--- src/hdl/stc_pkg.sv ---
// Shared types, the scancode table and constants for the scancode text writer.
`timescale 1ns / 1ps

package stc_pkg;

	localparam int unsigned CODE_W   = 8;
	localparam int unsigned CHAR_W   = 8;
	localparam int unsigned ATTR_W   = 8;
	localparam int unsigned COL_W    = 7;
	localparam int unsigned ROW_W    = 5;
	localparam int unsigned INDEX_W  = 11;
	localparam int unsigned WORD_W   = 16;
	localparam int unsigned TABLE_AW = 6;

	localparam logic [ATTR_W-1:0] ATTR_RESET   = 8'h0F;
	localparam logic [CHAR_W-1:0] NEWLINE_CHAR = 8'h0A;
	localparam logic [CHAR_W-1:0] NO_CHAR      = 8'h00;

	// Unshifted set-1 make codes 0..57; codes 58..63 padded with no character
	localparam logic [CHAR_W-1:0] KEY_TABLE [0:(1 << TABLE_AW)-1] = '{
		8'h00, 8'h00, 8'h31, 8'h32, 8'h33, 8'h34, 8'h35, 8'h36,
		8'h37, 8'h38, 8'h39, 8'h30, 8'h2D, 8'h3D, 8'h08, 8'h09,
		8'h71, 8'h77, 8'h65, 8'h72, 8'h74, 8'h79, 8'h75, 8'h69,
		8'h6F, 8'h70, 8'h5B, 8'h5D, 8'h0A, 8'h00, 8'h61, 8'h73,
		8'h64, 8'h66, 8'h67, 8'h68, 8'h6A, 8'h6B, 8'h6C, 8'h3B,
		8'h27, 8'h60, 8'h00, 8'h5C, 8'h7A, 8'h78, 8'h63, 8'h76,
		8'h62, 8'h6E, 8'h6D, 8'h2C, 8'h2E, 8'h2F, 8'h00, 8'h2A,
		8'h00, 8'h20, 8'h00, 8'h00, 8'h00, 8'h00, 8'h00, 8'h00
	};

	typedef struct packed {
		logic              write;
		logic              newline;
		logic [CHAR_W-1:0] ascii;
	} key_event_t;

endpackage

--- src/hdl/stc_key_map.sv ---
// Scancode decoder: release filter, table lookup, newline and write flags.
`timescale 1ns / 1ps

module stc_key_map (
	input  logic [stc_pkg::CODE_W-1:0] scancode,
	output stc_pkg::key_event_t        ev
);

	logic [stc_pkg::CHAR_W-1:0] ascii;

	// Release bit or code 64 and up falls outside the table
	always_comb begin
		if (scancode[stc_pkg::CODE_W-1:stc_pkg::TABLE_AW] == '0) begin
			ascii = stc_pkg::KEY_TABLE[scancode[stc_pkg::TABLE_AW-1:0]];
		end else begin
			ascii = stc_pkg::NO_CHAR;
		end
	end

	assign ev.ascii   = ascii;
	assign ev.newline = (ascii == stc_pkg::NEWLINE_CHAR);
	assign ev.write   = (ascii != stc_pkg::NO_CHAR) && (ascii != stc_pkg::NEWLINE_CHAR);

endmodule

--- src/hdl/stc_cursor.sv ---
// Cursor row and column registers with wrap logic and the cell address.
`timescale 1ns / 1ps

module stc_cursor #(
	parameter int unsigned SCREEN_COLUMNS = 80,
	parameter int unsigned SCREEN_ROWS    = 25
) (
	input  logic                         clk,
	input  logic                         arst_n,
	input  logic                         step,
	input  stc_pkg::key_event_t          ev,
	output logic [stc_pkg::INDEX_W-1:0]  cell_index
);

	localparam int unsigned PROD_W = stc_pkg::ROW_W + stc_pkg::COL_W + 1;
	localparam logic [stc_pkg::COL_W:0] COLS = (stc_pkg::COL_W + 1)'(SCREEN_COLUMNS);
	localparam logic [stc_pkg::ROW_W:0] ROWS = (stc_pkg::ROW_W + 1)'(SCREEN_ROWS);

	logic [stc_pkg::COL_W-1:0] col_q;
	logic [stc_pkg::ROW_W-1:0] row_q;
	logic [stc_pkg::COL_W:0]   col_inc;
	logic [stc_pkg::ROW_W:0]   row_inc;
	logic                      row_adv;
	logic [stc_pkg::COL_W-1:0] col_nxt;
	logic [stc_pkg::ROW_W-1:0] row_nxt;
	logic [PROD_W-1:0]         addr;

	assign col_inc = {1'b0, col_q} + 1'b1;
	assign row_inc = {1'b0, row_q} + 1'b1;

	always_comb begin
		col_nxt = col_q;
		row_adv = 1'b0;
		if (ev.newline) begin
			col_nxt = '0;
			row_adv = 1'b1;
		end else if (ev.write) begin
			if (col_inc >= COLS) begin
				col_nxt = '0;
				row_adv = 1'b1;
			end else begin
				col_nxt = col_inc[stc_pkg::COL_W-1:0];
			end
		end
		row_nxt = row_q;
		if (row_adv) begin
			row_nxt = (row_inc >= ROWS) ? '0 : row_inc[stc_pkg::ROW_W-1:0];
		end
	end

	always_ff @(posedge clk or negedge arst_n) begin
		if (!arst_n) begin
			col_q <= '0;
			row_q <= '0;
		end else if (step) begin
			col_q <= col_nxt;
			row_q <= row_nxt;
		end
	end

	assign addr = PROD_W'(row_q) * PROD_W'(COLS) + PROD_W'(col_q);
	assign cell_index = addr[stc_pkg::INDEX_W-1:0];

endmodule

--- src/hdl/scancode_text_cursor_writer.sv ---
// Top level: scancode stream in, text cell writes out.
`timescale 1ns / 1ps

// Takes one set-1 scancode per beat and emits at most one text cell write per
// beat. Releases, unmapped codes and newline produce no output beat; newline
// only moves the cursor to the start of the next row. A written cell carries
// the attribute register in bits 15:8 and the ASCII code in bits 7:0, at
// address row*SCREEN_COLUMNS+column (low 11 bits). Column wraps into the next
// row, the last row wraps to row 0; there is no scrolling. Throughput is one
// scancode per clock while the output is not stalled: a beat is held in the
// input register, the table lookup and cursor update run from that register,
// and the result lands in the output register once it drains or is empty. A
// stall on m_axis_tready holds the input register and the cursor.
// The attribute register resets to 0x0F and should be written while idle.
module scancode_text_cursor_writer #(
	parameter int unsigned SCREEN_COLUMNS = 80,
	parameter int unsigned SCREEN_ROWS    = 25
) (
	input  logic        clk,
	input  logic        arst_n,
	input  logic        cfg_wr_en,
	input  logic [7:0]  cfg_wr_data,    // text_attribute
	input  logic        s_axis_tvalid,
	output logic        s_axis_tready,
	input  logic [7:0]  s_axis_tdata,   // [7:0] scancode
	output logic        m_axis_tvalid,
	input  logic        m_axis_tready,
	output logic [31:0] m_axis_tdata    // [10:0] cell_index, [26:11] cell_word, [31:27] zero
);

	localparam int unsigned OUT_W = stc_pkg::INDEX_W + stc_pkg::WORD_W;

	logic [stc_pkg::ATTR_W-1:0]  attr_q;
	logic                        valid_s1;
	logic [stc_pkg::CODE_W-1:0]  code_s1;
	logic                        out_valid_q;
	logic [stc_pkg::INDEX_W-1:0] index_q;
	logic [stc_pkg::WORD_W-1:0]  word_q;
	logic                        advance;
	logic                        step;
	stc_pkg::key_event_t         ev;
	logic [stc_pkg::INDEX_W-1:0] cell_index;

	// Output register drains or is empty
	assign advance       = !out_valid_q || m_axis_tready;
	assign s_axis_tready = !valid_s1 || advance;
	assign step          = valid_s1 && advance;

	always_ff @(posedge clk or negedge arst_n) begin
		if (!arst_n) begin
			attr_q <= stc_pkg::ATTR_RESET;
		end else if (cfg_wr_en) begin
			attr_q <= cfg_wr_data;
		end
	end

	always_ff @(posedge clk or negedge arst_n) begin
		if (!arst_n) begin
			valid_s1 <= 1'b0;
		end else if (s_axis_tready) begin
			valid_s1 <= s_axis_tvalid;
		end
	end

	always_ff @(posedge clk) begin
		if (s_axis_tvalid && s_axis_tready) begin
			code_s1 <= s_axis_tdata;
		end
	end

	stc_key_map u_key_map (
		.scancode (code_s1),
		.ev       (ev)
	);

	stc_cursor #(
		.SCREEN_COLUMNS (SCREEN_COLUMNS),
		.SCREEN_ROWS    (SCREEN_ROWS)
	) u_cursor (
		.clk        (clk),
		.arst_n     (arst_n),
		.step       (step),
		.ev         (ev),
		.cell_index (cell_index)
	);

	always_ff @(posedge clk or negedge arst_n) begin
		if (!arst_n) begin
			out_valid_q <= 1'b0;
		end else if (advance) begin
			out_valid_q <= step && ev.write;
		end
	end

	always_ff @(posedge clk) begin
		if (step && ev.write) begin
			index_q <= cell_index;
			word_q  <= {attr_q, ev.ascii};
		end
	end

	assign m_axis_tvalid = out_valid_q;
	assign m_axis_tdata  = {(32 - OUT_W)'(0), word_q, index_q};

endmodule
--- config.mk ---
export PLATFORM = sky130hd
export DESIGN_NAME = scancode_text_cursor_writer
export DESIGN_NICKNAME = d
export VERILOG_FILES = /design/src/hdl/stc_pkg.sv /design/src/hdl/stc_key_map.sv /design/src/hdl/stc_cursor.sv /design/src/hdl/scancode_text_cursor_writer.sv
export SDC_FILE = /design/constraint.sdc
export NUM_CORES = 1
export LEC_CHECK = 0
export BUFFER_PORTS_ARGS = -buffer_cell sky130_fd_sc_hd__buf_2
export CAP_MARGIN = 0
export CORE_ASPECT_RATIO = 0.7
export CORE_MARGIN = 5
export CORE_UTILIZATION = 55
export CTS_BUF_LIST = sky130_fd_sc_hd__clkbuf_8
export CTS_CLUSTER_SIZE = 10
export DETAILED_ROUTE_END_ITERATION = 8
export MAX_ROUTING_LAYER = met4
export PLACE_DENSITY_LB_ADDON = 0.3
export SLEW_MARGIN = 20
export SYNTH_ARGS = -nofsm -noshare
export SYNTH_HDL_FRONTEND = slang
export SYNTH_SLANG_ARGS = --single-unit
--- constraint.sdc ---
create_clock -name clk -period 9.87 [get_ports clk]
set_clock_uncertainty 0.05 [all_clocks]
set_input_delay 1.974 -clock clk [delete_from_list [all_inputs] [get_ports clk]]
set_output_delay 1.974 -clock clk [all_outputs]
set_load 0.01 [all_outputs]
==> flow_results.org <==
** Timing
- Post-layout minimum cycle time :: 4.42 ns
- Worst Tran Pin Value :: 0.973 ns
- Summed over all failing endpoints, the final setup total negative slack is 0 ns.
- Final cycle utilization of the critical path :: 44.8%
- Final Hold Slack :: 0.408 ns
- Setup repair after global routing left no endpoint under its margin.
- Total count of hold-check failures in the final report :: 0
- Max transition margin :: 35.1%
- Pins over their slew limit :: 0
- Count of final setup violators :: 0
- Peak Freq :: 226 MHz

** Worst hold path
- Hold Path Origin :: attr_q[6]
- Cell depth of the worst hold path :: 0
- The path with the worst hold slack has its endpoint at word_q[14].
- Hold Crit Class :: reg -> reg

** Status
- The flow ran to the end, and the final reports show no timing, DRC or antenna violations.

** Setup path
- Slack of the worst reg-to-reg path :: 5.91 ns
- Slowest Stage Delay on Critical Path :: 0.17 ns
- The critical path is of the in -> out type.
- Top cell by count, worst path :: buf_2
- Critical path data arrival time :: 2.39 ns
- Cell-by-cell trace of the critical path :: buf_2 -> nand3b_1 -> buf_2
- STA classifies the critical path startpoint as a primary input.
- For the worst flop-to-flop path, the logic depth is 10.
- CP required :: 7.85 ns
- In this run the worst path has a maximum fanout of 3.
- The endpoint identified for the worst register-to-register timing path is index_q[10].
- The slowest stage of the critical path is the nand3b_1 cell.
- Startpoint of the most critical register-to-register path :: code_s1[0]
- STA classifies the critical path endpoint as an output pin.

** Final layout
- Layout cells sized above 1 :: 25.2%
- Multi-input gate area in the final layout :: 1620 um^2
- 0 antenna diodes ended up in the layout.
- Final net count :: 387
- The sequential cells in the finished layout cover a total of 1580 um^2.
- After filler insertion, the fill cell instance count of the layout stands at 483.
- Area growth from synthesis to layout :: 9.81%

** Pwr
- Static leakage :: 1.57 nW
- Power spread over the standard cell area amounts to 211 nW/um^2.
- The worst-case IR drop observed on VDD is 0.0855 mV.

** Clock network
- In this run the post-CTS setup repair buffer count came out at 0.
- Once the clock tree was built, the resizer swapped 0 gates to a different size.
- After clock tree synthesis, the clock-pin slew on the worst setup and hold paths is 0.10 ns.
- Clock sinks :: 56
- For the worst-skew pair, the clock arrives at the later sink with an insertion delay of 0.32 ns.
- CTS built an H-tree with a depth of 2.
- The tree is rooted in a clkbuf_8.
- Hold repair after CTS inserted 0 buffers.
- TritonCTS built the clock tree.
- The longest clock path from root to sink contains 2 buffers.
- Counting the buffers created by CTS gives 5.

** Synthesis
- In the synthesized netlist, the number of instances is 298.
- The synthesized design devotes to its leading area cell type 30.2% of total area.
- Share of async-settable or async-resettable flops after synthesis :: 39.3%
- The most used flip-flop cell after synthesis is edfxtp_1.
- Distinct cell type count of the synthesized netlist :: 64
- Sequential cells were found to cover 46.6% of the synthesized design area.
- Synthesis inferred 56 register bits.
- Synthesized area :: 3380 um^2
- Top cells by area, synth :: edfxtp_1 30%, dfrtp_1 13%, ha_1 8.9%
- Number of synthesized flops with an enable pin :: 34
- Post-Synthesis Mean Instance Area :: 11.3 um^2
- Cell type contributing the most total cell area after synthesis :: edfxtp_1
- For this run, the number of Yosys warnings is 0.

** Routing
- Average wire per cell in the routed design :: 16.2 um
- In the routed design, unresolved DRC markers number 0.
- Final WL :: 6720 um
- The detailed router finished its first iteration with 143 violations.
- Vias/cell :: 5.74
- The count of nets left with antenna violations once routing finished came out at 0.
- Vias :: 2387
- Detailed-router iteration count before antenna repair :: 4

** Global routing
- First-pass GRT wire length :: 11200 um
- Routing layer with the top usage in global route :: met1
- Total overflow reported by the global router :: 0
- Met1 usage in global routing :: 27.1%
- The number of antenna violations at the first check in global routing is 0.
- Entering global routing, the biggest net connects 31 pins.
- Across every metal layer, demand over resource in global routing totals 18.7%.
- Global routing consumed, on the met3 layer, 4.15% of the routing resources.
- The number of global-route vias before repair was 2302.
- Global routing used 26.4% of the available met2 tracks.

** Job
- Max-cap violations :: 0

** Floorplanning
- In this run the vertical extent of the chip is 75.6 um.
- Starting density of the core :: 57.9%
- Die area :: 7840 um^2
- For this design the top-level I/O count stands at 55.
- Row count :: 23
- Core Footprint :: 5840 um^2
- From left edge to right edge, the die measures 104 um.

** Placed design
- Estimated wirelength of the detail-placed design :: 5070 um
- Routability Congestion :: 0.913
- The count of buffers added on input and output ports is 48.
==> logic make-up (layout without fill, tap and decap cells) <==
family / count (synthesis) / after routing / share of synthesized area [%]
XOR/XNOR: 7 / 7 / 1.81
AND/OR/NAND/NOR: 79 / 79 / 13.5
flip-flops: 56 / 56 / 46.6
adder cells (fa/ha/maj): 26 / 26 / 10.1
AO/OA/AOI/OAI: 68 / 68 / 13.4
multiplexers: 22 / 22 / 8.44
buffers and inverters: 39 / 77 / 6.00
other: 1 / 6 / 0.111
==> cells in the final DEF (no fill, tap or decap), drive strengths merged, types with 3 or more instances in the layout <==
| master | instances |
|---|---|
| a21o | 3 |
| xor2 | 3 |
| inv | 22 |
| o22ai | 5 |
| dfrtp | 18 |
| nand2b | 9 |
| and2 | 4 |
| o211ai | 4 |
| nor2b | 5 |
| buf | 49 |
| edfxtp | 34 |
| nor3 | 4 |
| nand3b | 3 |
| nand3 | 11 |
| mux2i | 9 |
| clkbuf | 5 |
| o21ai | 22 |
| nor2 | 14 |
| conb | 6 |
| and3 | 3 |
| dfstp | 4 |
| mux2 | 9 |
| mux4 | 4 |
| o31ai | 3 |
| xnor2 | 4 |
| nand2 | 16 |
| a21oi | 14 |
| ha | 24 |
==> registers in the layout, summed over array words and instances (netlist names) <==
signal and flops:
code_s1 8, u_cursor.col_q 7, m_axis_tvalid 1, word_q 15
index_q 11, u_cursor.row_q 5, attr_q 8, valid_s1 1
==> area by class of cell <==
type / count / area share, %
Sequential cell: 56 / 42.5
Multi-Input combinational cell: 208 / 43.7
Clock inverter: 3 / 0.674
Tap cell: 75 / 2.53
Timing Repair Buffer: 49 / 6.67
Clock buffer: 5 / 1.85
Inverter: 20 / 2.09
==> stage by stage <==
step                      area, um^2  power (mW)  worst slack, ns  instances  util, %
after floorplan                 3400       0.575             5.66        303        -
after global placement          3620       0.641             5.46        408     61.9
after detailed placement        3620       0.656             5.45        408     61.9
after CTS                       3710       0.786             5.45        416     63.5
after global routing            3710       0.840             5.43        416     63.5
final                           3710       0.782             5.45        416     63.5
==> power breakdown <==
group | internal, mW | switching (mW)
clock network | 0.0519 | 0.0789
registers | 0.318 | 0.0468
logic | 0.127 | 0.159
==> worst max-delay path by stage <==
stage,start,endpoint,slack (ns),depth (start not counted)
after global routing,m_axis_tready,s_axis_tready,5.43,3
after global placement,m_axis_tready,s_axis_tready,5.46,3
after floorplan,m_axis_tready,s_axis_tready,5.66,1
after CTS,m_axis_tready,s_axis_tready,5.45,3
after detailed placement,m_axis_tready,s_axis_tready,5.45,3
final,m_axis_tready,s_axis_tready,5.45,3
==> Yosys cell counts (all sizes together) (2+ instances only) <==
| master | n |
|---|---|
| o22ai | 5 |
| a21o | 3 |
| edfxtp | 34 |
| nand2b | 9 |
| nor4b | 2 |
| nor2b | 5 |
| nand3b | 3 |
| and2 | 4 |
| o31ai | 3 |
| o211ai | 4 |
| dfstp | 4 |
| nand2 | 16 |
| dfrtp | 18 |
| xnor2 | 4 |
| mux2i | 9 |
| nand3 | 11 |
| mux2 | 9 |
| o21ai | 22 |
| ha | 24 |
| nor2 | 14 |
| clkbuf | 4 |
| a211oi | 2 |
| nor3b | 2 |
| a21oi | 14 |
| mux4 | 4 |
| o211a | 2 |
| buf | 15 |
| fa | 2 |
| inv | 20 |
| nor3 | 4 |
| xor2 | 3 |
| and3 | 3 |
==> worst max-delay path, delay by kind of cell <==
| kind | cells | cell delay [ns] |
|---|---|---|
| buf+inv | 2 | 0.25 |
| simple gates | 1 | 0.17 |
==> routing by layer <==
layer	vias up	part of all wire [%]
li1	1160	-
met1	1144	51
met2	78	42
met3	5	6.4
met4	0	0.67
met5	-	0
Note: power is estimated with default switching activity, not from simulation.
